`config.mk`:
```
export PLATFORM = sky130hd
export DESIGN_NAME = indexed_insert_delete_list_flat
export DESIGN_NICKNAME = d
export VERILOG_FILES = /design/src/hdl/idl_pkg.sv /design/src/hdl/idl_req_if.sv /design/src/hdl/idl_rsp_if.sv /design/src/hdl/idl_cell.sv /design/src/hdl/indexed_insert_delete_list.sv /design/src/flat_wrapper.sv
export SDC_FILE = /design/constraint.sdc
export NUM_CORES = 2
export LEC_CHECK = 0
export BUFFER_PORTS_ARGS = -buffer_cell sky130_fd_sc_hd__buf_2
export CAP_MARGIN = 20
export CORE_AREA = 2 2 364 366
export CTS_CLUSTER_DIAMETER = 150
export DETAILED_ROUTE_END_ITERATION = 16
export DIE_AREA = 0 0 366 368
export PLACE_DENSITY = 0.7
export RECOVER_POWER = 100
export REMOVE_ABC_BUFFERS = 1
export SLEW_MARGIN = 20
export SYNTH_ARGS = -nofsm -noshare
export SYNTH_HDL_FRONTEND = slang
export SYNTH_SLANG_ARGS = --single-unit
```
`constraint.sdc`:
```
create_clock -name clock -period 10.67 [get_ports clock]
set_input_delay 0.5335 -clock clock [delete_from_list [all_inputs] [get_ports clock]]
set_output_delay 0.5335 -clock clock [all_outputs]
set_load 0.03 [all_outputs]
```
`src/hdl/idl_pkg.sv`:
```
`default_nettype none
package idl_pkg;
   localparam int DEPTH      = 16;
   localparam int ENTRY_BITS = 64;
   localparam int CMD_W      = 3;
   localparam int POS_W      = 5;
   localparam int DATA_W     = 64;
   localparam int COUNT_W    = 5;
   localparam int IDX_W      = $clog2(DEPTH);
   localparam int CNT_W      = $clog2(DEPTH + 1);
   localparam int CMP_W      = (POS_W > CNT_W) ? POS_W : CNT_W;

   typedef enum logic [CMD_W-1:0] {
      CMD_READ        = 3'd0,
      CMD_APPEND      = 3'd1,
      CMD_REMOVE_TAIL = 3'd2,
      CMD_INSERT      = 3'd3,
      CMD_REMOVE_AT   = 3'd4
   } cmd_type;

   typedef struct packed {
      logic                  shift_up;
      logic                  shift_down;
      logic [IDX_W-1:0]      at;
      logic [ENTRY_BITS-1:0] word;
   } ctl_type;
endpackage
`default_nettype wire

```
`src/hdl/idl_req_if.sv`:
```
`default_nettype none
interface idl_req_if import idl_pkg::*; ();
   logic              valid;
   logic              ready;
   logic [CMD_W-1:0]  command;
   logic [POS_W-1:0]  position;
   logic [DATA_W-1:0] entry_data;

   modport source (output valid, command, position, entry_data, input ready);
   modport sink   (input valid, command, position, entry_data, output ready);
endinterface
`default_nettype wire

```
`src/hdl/idl_rsp_if.sv`:
```
`default_nettype none
interface idl_rsp_if import idl_pkg::*; ();
   logic               valid;
   logic               ready;
   logic               found;
   logic [DATA_W-1:0]  entry_out;
   logic               accepted;
   logic [COUNT_W-1:0] count;

   modport source (output valid, found, entry_out, accepted, count, input ready);
   modport sink   (input valid, found, entry_out, accepted, count, output ready);
endinterface
`default_nettype wire

```
`src/hdl/idl_cell.sv`:
```
`default_nettype none
module idl_cell import idl_pkg::*; (
   input  wire                   clock,
   input  wire ctl_type          ctl,
   input  wire [IDX_W-1:0]       cell_index,
   input  wire [ENTRY_BITS-1:0]  left_word,
   input  wire [ENTRY_BITS-1:0]  right_word,
   output logic [ENTRY_BITS-1:0] word
);
   logic [ENTRY_BITS-1:0] word_ff;
   logic [ENTRY_BITS-1:0] word_in;

   always_comb begin
      word_in = word_ff;
      if (ctl.shift_up) begin
         if (cell_index == ctl.at) begin
            word_in = ctl.word;
         end else if (cell_index > ctl.at) begin
            word_in = left_word;
         end
      end else if (ctl.shift_down) begin
         if (cell_index >= ctl.at) begin
            word_in = right_word;
         end
      end
   end

   always_ff @(posedge clock) begin
      word_ff <= word_in;
   end

   assign word = word_ff;
endmodule
`default_nettype wire

```
`src/hdl/indexed_insert_delete_list.sv`:
```
// Result: the result word of a command is registered at the clock edge that accepts it.
// Throughput: one command per cycle unless a held result stalls ready; every cell
// shifts in parallel, so the occupancy register is the only dependency between commands.
// Reset: synchronous, active high; clears the count and the result valid.
// Entry cells are not reset; only entries below the count are ever read.
`default_nettype none
module indexed_insert_delete_list import idl_pkg::*; (
   input wire      clock,
   input wire      reset,
   idl_req_if.sink   req_ch,
   idl_rsp_if.source rsp_ch
);
   logic [ENTRY_BITS-1:0] cell_word [DEPTH];
   ctl_type               ctl;

   logic                  rsp_valid_ff, rsp_valid_in;
   logic [CNT_W-1:0]      occ_ff, occ_in;
   logic                  found_ff, found_in;
   logic [ENTRY_BITS-1:0] word_ff, word_in;
   logic                  accepted_ff, accepted_in;

   logic                  accept;
   logic [CMP_W-1:0]      pos_ext, occ_ext;
   logic                  in_range, is_full, is_empty;
   logic [IDX_W-1:0]      sel_idx;
   logic [ENTRY_BITS-1:0] sel_word;

   assign req_ch.ready = !rsp_valid_ff || rsp_ch.ready;
   assign accept       = req_ch.valid && req_ch.ready;

   assign pos_ext  = CMP_W'(req_ch.position);
   assign occ_ext  = CMP_W'(occ_ff);
   assign in_range = pos_ext < occ_ext;
   assign is_full  = occ_ff >= CNT_W'(DEPTH);
   assign is_empty = occ_ff == '0;
   assign sel_word = cell_word[sel_idx];

   always_comb begin
      found_in    = 1'b0;
      accepted_in = 1'b1;
      occ_in      = occ_ff;
      sel_idx     = IDX_W'(req_ch.position);
      ctl         = '0;
      ctl.word    = ENTRY_BITS'(req_ch.entry_data);
      case (cmd_type'(req_ch.command))
         CMD_READ: begin
            found_in = in_range;
         end
         CMD_APPEND: begin
            if (is_full) begin
               accepted_in = 1'b0;
            end else begin
               ctl.shift_up = accept;
               ctl.at       = IDX_W'(occ_ff);
               occ_in       = occ_ff + 1'b1;
            end
         end
         CMD_REMOVE_TAIL: begin
            sel_idx = IDX_W'(occ_ff - 1'b1);
            if (!is_empty) begin
               found_in       = 1'b1;
               ctl.shift_down = accept;
               ctl.at         = sel_idx;
               occ_in         = occ_ff - 1'b1;
            end
         end
         CMD_INSERT: begin
            if (is_full) begin
               accepted_in = 1'b0;
            end else begin
               ctl.shift_up = accept;
               ctl.at       = in_range ? IDX_W'(req_ch.position) : IDX_W'(occ_ff);
               occ_in       = occ_ff + 1'b1;
            end
         end
         CMD_REMOVE_AT: begin
            if (in_range) begin
               found_in       = 1'b1;
               ctl.shift_down = accept;
               ctl.at         = IDX_W'(req_ch.position);
               occ_in         = occ_ff - 1'b1;
            end
         end
         default: begin
         end
      endcase
      word_in = found_in ? sel_word : '0;
   end

   for (genvar i = 0; i < DEPTH; i++) begin : g_cell
      logic [ENTRY_BITS-1:0] left_word, right_word;
      if (i == 0) begin : g_head
         assign left_word = ctl.word;
      end else begin : g_left
         assign left_word = cell_word[i-1];
      end
      if (i == DEPTH - 1) begin : g_tail
         assign right_word = cell_word[i];
      end else begin : g_right
         assign right_word = cell_word[i+1];
      end
      idl_cell u_cell (
         .clock      (clock),
         .ctl        (ctl),
         .cell_index (IDX_W'(i)),
         .left_word  (left_word),
         .right_word (right_word),
         .word       (cell_word[i])
      );
   end

   always_comb begin
      rsp_valid_in = rsp_valid_ff;
      if (accept) begin
         rsp_valid_in = 1'b1;
      end else if (rsp_ch.ready) begin
         rsp_valid_in = 1'b0;
      end
   end

   always_ff @(posedge clock) begin
      if (reset) begin
         rsp_valid_ff <= 1'b0;
         occ_ff       <= '0;
      end else begin
         rsp_valid_ff <= rsp_valid_in;
         if (accept) begin
            occ_ff <= occ_in;
         end
      end
   end

   always_ff @(posedge clock) begin
      if (accept) begin
         found_ff    <= found_in;
         word_ff     <= word_in;
         accepted_ff <= accepted_in;
      end
   end

   assign rsp_ch.valid     = rsp_valid_ff;
   assign rsp_ch.found     = found_ff;
   assign rsp_ch.entry_out = DATA_W'(word_ff);
   assign rsp_ch.accepted  = accepted_ff;
   assign rsp_ch.count     = COUNT_W'(occ_ff);
endmodule
`default_nettype wire

```
`src/flat_wrapper.sv`:
```
// flat-port wrapper written by rule: the top's interface ports become plain ports
module indexed_insert_delete_list_flat import idl_pkg::*;
  (clock, reset, req_ch_valid, req_ch_command, req_ch_position, req_ch_entry_data, req_ch_ready, rsp_ch_valid, rsp_ch_found, rsp_ch_entry_out, rsp_ch_accepted, rsp_ch_count, rsp_ch_ready);
  idl_req_if req_ch_i ();
  idl_rsp_if rsp_ch_i ();
  input wire clock;
  input wire reset;
  input wire logic [$bits(req_ch_i.valid)-1:0] req_ch_valid;
  input wire logic [$bits(req_ch_i.command)-1:0] req_ch_command;
  input wire logic [$bits(req_ch_i.position)-1:0] req_ch_position;
  input wire logic [$bits(req_ch_i.entry_data)-1:0] req_ch_entry_data;
  output wire logic [$bits(req_ch_i.ready)-1:0] req_ch_ready;
  output wire logic [$bits(rsp_ch_i.valid)-1:0] rsp_ch_valid;
  output wire logic [$bits(rsp_ch_i.found)-1:0] rsp_ch_found;
  output wire logic [$bits(rsp_ch_i.entry_out)-1:0] rsp_ch_entry_out;
  output wire logic [$bits(rsp_ch_i.accepted)-1:0] rsp_ch_accepted;
  output wire logic [$bits(rsp_ch_i.count)-1:0] rsp_ch_count;
  input wire logic [$bits(rsp_ch_i.ready)-1:0] rsp_ch_ready;
  assign req_ch_i.valid = req_ch_valid;
  assign req_ch_i.command = req_ch_command;
  assign req_ch_i.position = req_ch_position;
  assign req_ch_i.entry_data = req_ch_entry_data;
  assign req_ch_ready = req_ch_i.ready;
  assign rsp_ch_valid = rsp_ch_i.valid;
  assign rsp_ch_found = rsp_ch_i.found;
  assign rsp_ch_entry_out = rsp_ch_i.entry_out;
  assign rsp_ch_accepted = rsp_ch_i.accepted;
  assign rsp_ch_count = rsp_ch_i.count;
  assign rsp_ch_i.ready = rsp_ch_ready;
  indexed_insert_delete_list u_core (.clock(clock), .reset(reset), .req_ch(req_ch_i), .rsp_ch(rsp_ch_i));
endmodule
```
---- Word-level counts from Yosys, hierarchy flattened ----
Cells that the tools add are included.
storage, ports and cells
  flip-flop bits (word level) ............. 1096
  bits of input ports ..................... 76
  output and inout bits ................... 73
  word-level logic and storage cells ...... 238
cells by class
  add/subtract/negate cells ............... 2
  order comparisons ....................... 34
  equality and inequality tests ........... 37
  multiplexer cells ....................... 100
  bitwise gates (word level) .............. 1
  reduce and logical (&&, ||, !) cells .... 43
operator list
  cell                 number
  $mux 64              79
  $bmux 64 s4          1
  $ne 3x3->1 const B   15
  $reduce_and 3->1     15
  $reduce_bool 2->1    18
  $eq 4x4->1 const A   8
  $gt 4x4->1 const A   8
  $ge 4x4->1 const A   7
  $mux 5               5
  $eq 3x4->1 const A   4
  $ge 3x4->1 const A   4
  $gt 3x4->1 const A   4
  $mux 4               4
  $pmux 4 s4           1
  $pmux 5 s3           1
  $ge 5x5->1 const B   2
  $eq 2x4->1 const A   2
  $ge 1x4->1 const A   2
  $ge 2x4->1 const A   2
  $gt 1x4->1 const A   2
  $gt 2x4->1 const A   2
  $mux 1               7
  $eq 3x2->1 const B   2
  $add 5x1->5 const B  1
  20 further kinds     21

---- Longest topological paths before layout ----
  word-level depth ........................ 9
  mapped depth ............................ 12
  mapped depth without buffers ............ 8

---- Cells and area by module ----
Synthesis repeated with hierarchy kept, for this count alone.
second synthesis, totals
  cells, all modules ...................... 6536
  area total of the unflattened synthesis .. 70218.6 um2
by module, submodules not included
  module                      instances  cells an instance  area an instance (um2)  sequential area each (um2)
  idl_cell                    16         291                3352.0                  1921.8
  indexed_insert_delete_list  1          1880               16587.2                 2102.0

---- Least setup slack after synthesis ----
OpenSTA, ideal clock, no wires.
  path kind ............................... input to register
  from .................................... input port rsp_ch_ready
  to ...................................... register u_core.g_cell[0].u_cell.word_ff[0], enable pin
  setup time .............................. 0.644 ns
  arrival time ............................ 9.351 ns
  required time ........................... 10.026 ns
  path slack .............................. 0.675 ns
  stages on the path ...................... 5
  path buffers ............................ 1
  path through ............................ nand2b_1 -> and2_1 -> o31ai_1 -> clkbuf_1 -> nor4_1
between the ends
  longest elaborated chain between the ends .. 6
  elaborated cells between the ends (all ways) .. 11
  those cells by class .................... eq/ne (1); mux (5); reduce/logical (5)
RTL lines
  what                                                                     RTL line                                                            RTL
  start, declared                                                          flat_wrapper.sv:18                                                  input wire logic [$bits(rsp_ch_i.ready)-1:0] rsp_ch_ready;
  $logic_or 1x1->1 *                                                       indexed_insert_delete_list.sv:28                                    assign req_ch.ready = !rsp_valid_ff || rsp_ch.ready;
  $logic_and 1x1->1 *                                                      indexed_insert_delete_list.sv:29                                    assign accept = req_ch.valid && req_ch.ready;
  via u_core.accept                                                        indexed_insert_delete_list.sv:22                                    logic accept;
  $mux 1, or another cell as far along                                     indexed_insert_delete_list.sv:50, indexed_insert_delete_list.sv:68
  $mux 1 / $pmux 1 s2 (equally long branches)                              -
  $ne 3x3->1 (no source line) / $reduce_bool 2->1 (equally long branches)  -
  $reduce_and 3->1 (no source line) *                                      -
  end signal, assigned                                                     idl_cell.sv:29                                                      word_ff <= word_in;
  end, declared                                                            idl_cell.sv:10                                                      logic [ENTRY_BITS-1:0] word_ff;
Mark *: on every way through the listed nets, which the timed path passes. The rest lies on a longest branch.
A chain may end at the register's enable or synchronous reset.

---- Worst setup path in the final report ----
  from .................................... register u_core.rsp_valid_ff, in the netlist u_core.rsp_ch.valid
  to ...................................... register u_core.g_cell[3].u_cell.word_ff[24], enable pin
between the ends
  longest elaborated chain between the ends .. 7
  elaborated cells between the ends (all ways) .. 12
  those cells by class .................... eq/ne (1); mux (5); reduce/logical (6)
RTL lines
  what                                                                     RTL line                                                            RTL
  start, declared                                                          indexed_insert_delete_list.sv:16                                    logic rsp_valid_ff, rsp_valid_in;
  start signal, assigned                                                   indexed_insert_delete_list.sv:126                                   rsp_valid_ff <= rsp_valid_in;
  $logic_not 1->1 *                                                        indexed_insert_delete_list.sv:28
  $logic_or 1x1->1 *                                                       indexed_insert_delete_list.sv:28
  $logic_and 1x1->1 *                                                      indexed_insert_delete_list.sv:29
  via u_core.accept                                                        indexed_insert_delete_list.sv:22
  $mux 1, or another cell as far along                                     indexed_insert_delete_list.sv:50, indexed_insert_delete_list.sv:68
  $mux 1 / $pmux 1 s2 (equally long branches)                              -
  $ne 3x3->1 (no source line) / $reduce_bool 2->1 (equally long branches)  -
  $reduce_and 3->1 (no source line) *                                      -
  end signal, assigned                                                     idl_cell.sv:29
  end, declared                                                            idl_cell.sv:10
Marks and branches as above.

==> impl_metrics.yaml <==
run_status:
  status: "finished with violations"
  violations: "capacitance limit, slew limit"
sta:
  setup_tns_ns: 0
  fin_crit_ns: 8.281
  slew_headroom_pct: -162.5
  fin_skew_ns: 0.02804
  period_share_pct: 77.61
  final_max_slew_viol_count: 873
  tightest_slew_ns: 3.938
  rsz0062_at_grt: "no"
  hold_viol: 0
  finalSetupViolations: 0
  fmax_mhz: 120.8
global_routing:
  overflow: 0
  grt_pass1_wl_mm: 409.7
  antenna_found_initial: 5
  grt_usage_pct: 38.83
  grt_pass1_vias: 65460
  grt_max_degree: 210
finish:
  multiInputGateArea_mm2: 0.03313
  layout-drive-gt1-share_pct: 5.975
  finalNetCount: 7173
  fin_util_pct: 57.29
  fin_area_mm2: 0.07494
  area_growth_syn_to_layout_pct: 6.811
  mostFrequentLayoutCell: "nand2_1"
  final_cells: 8952
  nFillCells: 11610
  diodes: 0
  most-common-layout-cells: "nand2_1 (2635), edfxtp_1 (1090), a41o_1 (897)"
  register_area_mm2: 0.03285
critical_path:
  cp_cell_sequence: "nand2b_1 > and2_0 > o31ai_4 > clkbuf_1 > nand2b_1 > nor2_1 > buf_4"
  r2r_slack_ns: 2.39
  r2r-start: "u_core.rsp_ch.valid"
  worstPathRequired_ns: 11.08
  cp_common_cell: "nand2b_1"
  rr_worst_depth: 7
  critical_path.max_fanout: 42
  slowest_stage: "nor2_1"
  crit_end: "u_core.g_cell[3].u_cell.word[24]"
  crit_start: "u_core.rsp_ch.valid"
  end_kind: "flop"
  worst_ep_arrival_time_ns: 8.69
  timing.rr.end: "u_core.g_cell[3].u_cell.word[24]"
  cpPeakStageDelay_ns: 2.63
  worstSetupPathType: "flop to flop"
  crit_path_start_kind: "flop"
floorplan:
  die_h_um: 368
  io_pins: 149
  start_util_pct: 53.64
  core_mm2: 0.1308
  fp.dieArea_mm2: 0.1347
  std_cell_rows: 133
  dieWidth_um: 366
clocking:
  path_clk_slew_ns: 0.06
  h-tree-depth: 4
  cts_buffers: 132
  cts_tree: "done"
  cts_buffer_depth: 3
  cts_setup_buffers: 0
  clock_latency_ns: 0.81
  clock-sinks: 1096
  cts_root_buf: "clkbuf_16"
power_and_ir_drop:
  seq_power_share_pct: 43.5
  p_int_mw: 8.188
  clock_power_share_pct: 38.0
  p_per_area_mw_per_mm2: 160.1
  power.switching_mw: 3.811
  p_sw_share_pct: 31.76
  vdd_drop_max_v: 0.0001574
  leakage_nw: 25.31
  power_mw: 12.00
  power_frac_comb_pct: 18.5
logic_synthesis:
  synth_cell_types: 52
  async_reset_ff_share_pct: 0
  synth_edf_count: 1090
  synth_xor_area_share_pct: 0.04993
  synthMuxAreaShare_pct: 1.086
  synthFlopType: "edfxtp_1"
  synth_top_family_by_area: "compound AO/OA/AOI/OAI gates"
  synth_adder_area_share_pct: 0.1070
  ys.warnings.count: 0
  netlist_area_mm2: 0.07016
  netlist_instances: 7686
  ys_ff_latch: 1096
  syn_area_per_cell_um2: 9.128
  synthSimpleGateAreaFrac_pct: 16.46
  synth_compound_area_share_pct: 29.11
  ys_seq_area_share_pct: 46.82
placed_design:
  place_area_mm2: 0.07098
  port_buffers: 148
  dp_hpwl_mm: 132.5
  placedCellCount: 8708
  gp_congestion: 0.8611
run:
  drv_cap: 25
route:
  vias: 68490
  drtPass1Iterations: 7
  wirelength_mm: 273.3
  vias_per_cell: 7.650
  initialDrtViolationCount: 12490
  final_antenna_net_count: 0
  drc: 0
  wl_per_cell_um: 30.53
min_path:
  min_path_type: "primary input to flop"
## power by group through the flow
stage | Sequential, mW | Clock, mW | Combinational [mW]
after floorplan | 5.32 | 0 | 1.63
after global placement | 5.28 | 0 | 2.10
after detailed placement | 5.29 | 0 | 2.13
after CTS | 5.20 | 4.58 | 2.13
after global routing | 5.24 | 4.73 | 2.30
final | 5.22 | 4.56 | 2.22
## worst max-delay path, delay by kind of cell (launching register included)
family | cells | cell delay, ns
flops | 1 | 0.31
buf+inv | 2 | 1.63
compound gates | 1 | 0.16
simple gates | 4 | 5.75
## area by class of cell
type                       count  area share, %
timing repair buffer         288          2.698
tap                         1755          2.930
clock buffer                 168          4.787
clock inverter                72         0.8382
multi-input combinational   5435          44.20
sequential                  1096          43.84
inverter                     138         0.7029
## worst min path at each step
stage / startpoint / to / slack, ns / depth (start not counted)
finish: req_ch_entry_data[48] / u_core.g_cell[15].u_cell.word[48] / 0.03 / 2
global route: req_ch_entry_data[48] / u_core.g_cell[15].u_cell.word[48] / 0.04 / 2
CTS: req_ch_entry_data[48] / u_core.g_cell[15].u_cell.word[48] / 0.003 / 2
detailed placement: u_core.rsp_ch.valid / u_core.rsp_ch.valid / 0.53 / 2
global placement: u_core.rsp_ch.valid / u_core.rsp_ch.valid / 0.51 / 2
floorplan: u_core.g_cell[14].u_cell.word[14] / u_core.g_cell[15].u_cell.word[14] / 0.53 / 1
## cells in the mapped netlist, drive strengths merged, types with 3 or more instances
master / count / area share [%]
nand2: 2637 / 14
edfxtp: 1090 / 47
a41o: 897 / 13
clkbuf: 881 / 4.7
o211ai: 769 / 8.2
a211oi: 260 / 2.8
nand3: 258 / 1.8
inv: 138 / 0.74
buf: 136 / 0.91
a311oi: 132 / 1.6
a31oi: 129 / 1.2
o221ai: 128 / 1.6
mux2: 65 / 1.0
o22ai: 64 / 0.57
nand4: 15 / 0.22
a21oi: 14 / 0.10
nor2: 12 / 0.064
dfxtp: 6 / 0.17
ha: 6 / 0.11
o21ai: 6 / 0.048
nand2b: 4 / 0.036
xnor2: 4 / 0.050
a311o: 3 / 0.043
mux2i: 3 / 0.043
nor2b: 3 / 0.027
nor3: 3 / 0.021
o31ai: 3 / 0.032
## repair_timing
item	CTS	global route
hold endpoints to repair	5	0
resized for setup	0	0
hold buffers	4	0
## registers in the layout (all words and copies together) (netlist names)
| signal | cells |
|---|---|
| u_core.g_cell.u_cell.word | 1024 |
| u_core.rsp_ch.accepted | 1 |
| u_core.rsp_ch.count | 5 |
| u_core.rsp_ch.entry_out | 64 |
| u_core.rsp_ch.found | 1 |
| u_core.rsp_ch.valid | 1 |
## layer usage
layer / vias up / global-route usage [%] / part of all wire, %
li1: 28450 / - / -
met1: 32970 / 52.92 / 38
met2: 6078 / 57.63 / 43
met3: 973 / 10.32 / 14
met4: 8 / 18.27 / 4.8
met5: - / 0 / 0.015
## stage by stage
stage	hold slack, ns	setup slack [ns]
floorplan	0.5295	-59.44
detailed placement	0.5339	4.772
global route	0.03592	2.268
CTS	0.002665	4.826
finish	0.03416	2.389
global placement	0.5077	4.781
## logic make-up (layout without fill, tap and decap cells)
family,Yosys count,in the layout
AO/OA/AOI/OAI,2412,2412
multiplexers,68,68
buffers and inverters,1155,666
flip-flops,1096,1096
AND/OR/NAND/NOR,2945,2945
XOR/XNOR,4,4
adder cells (fa/ha/maj),6,6
(Power assumes the default switching activity.)
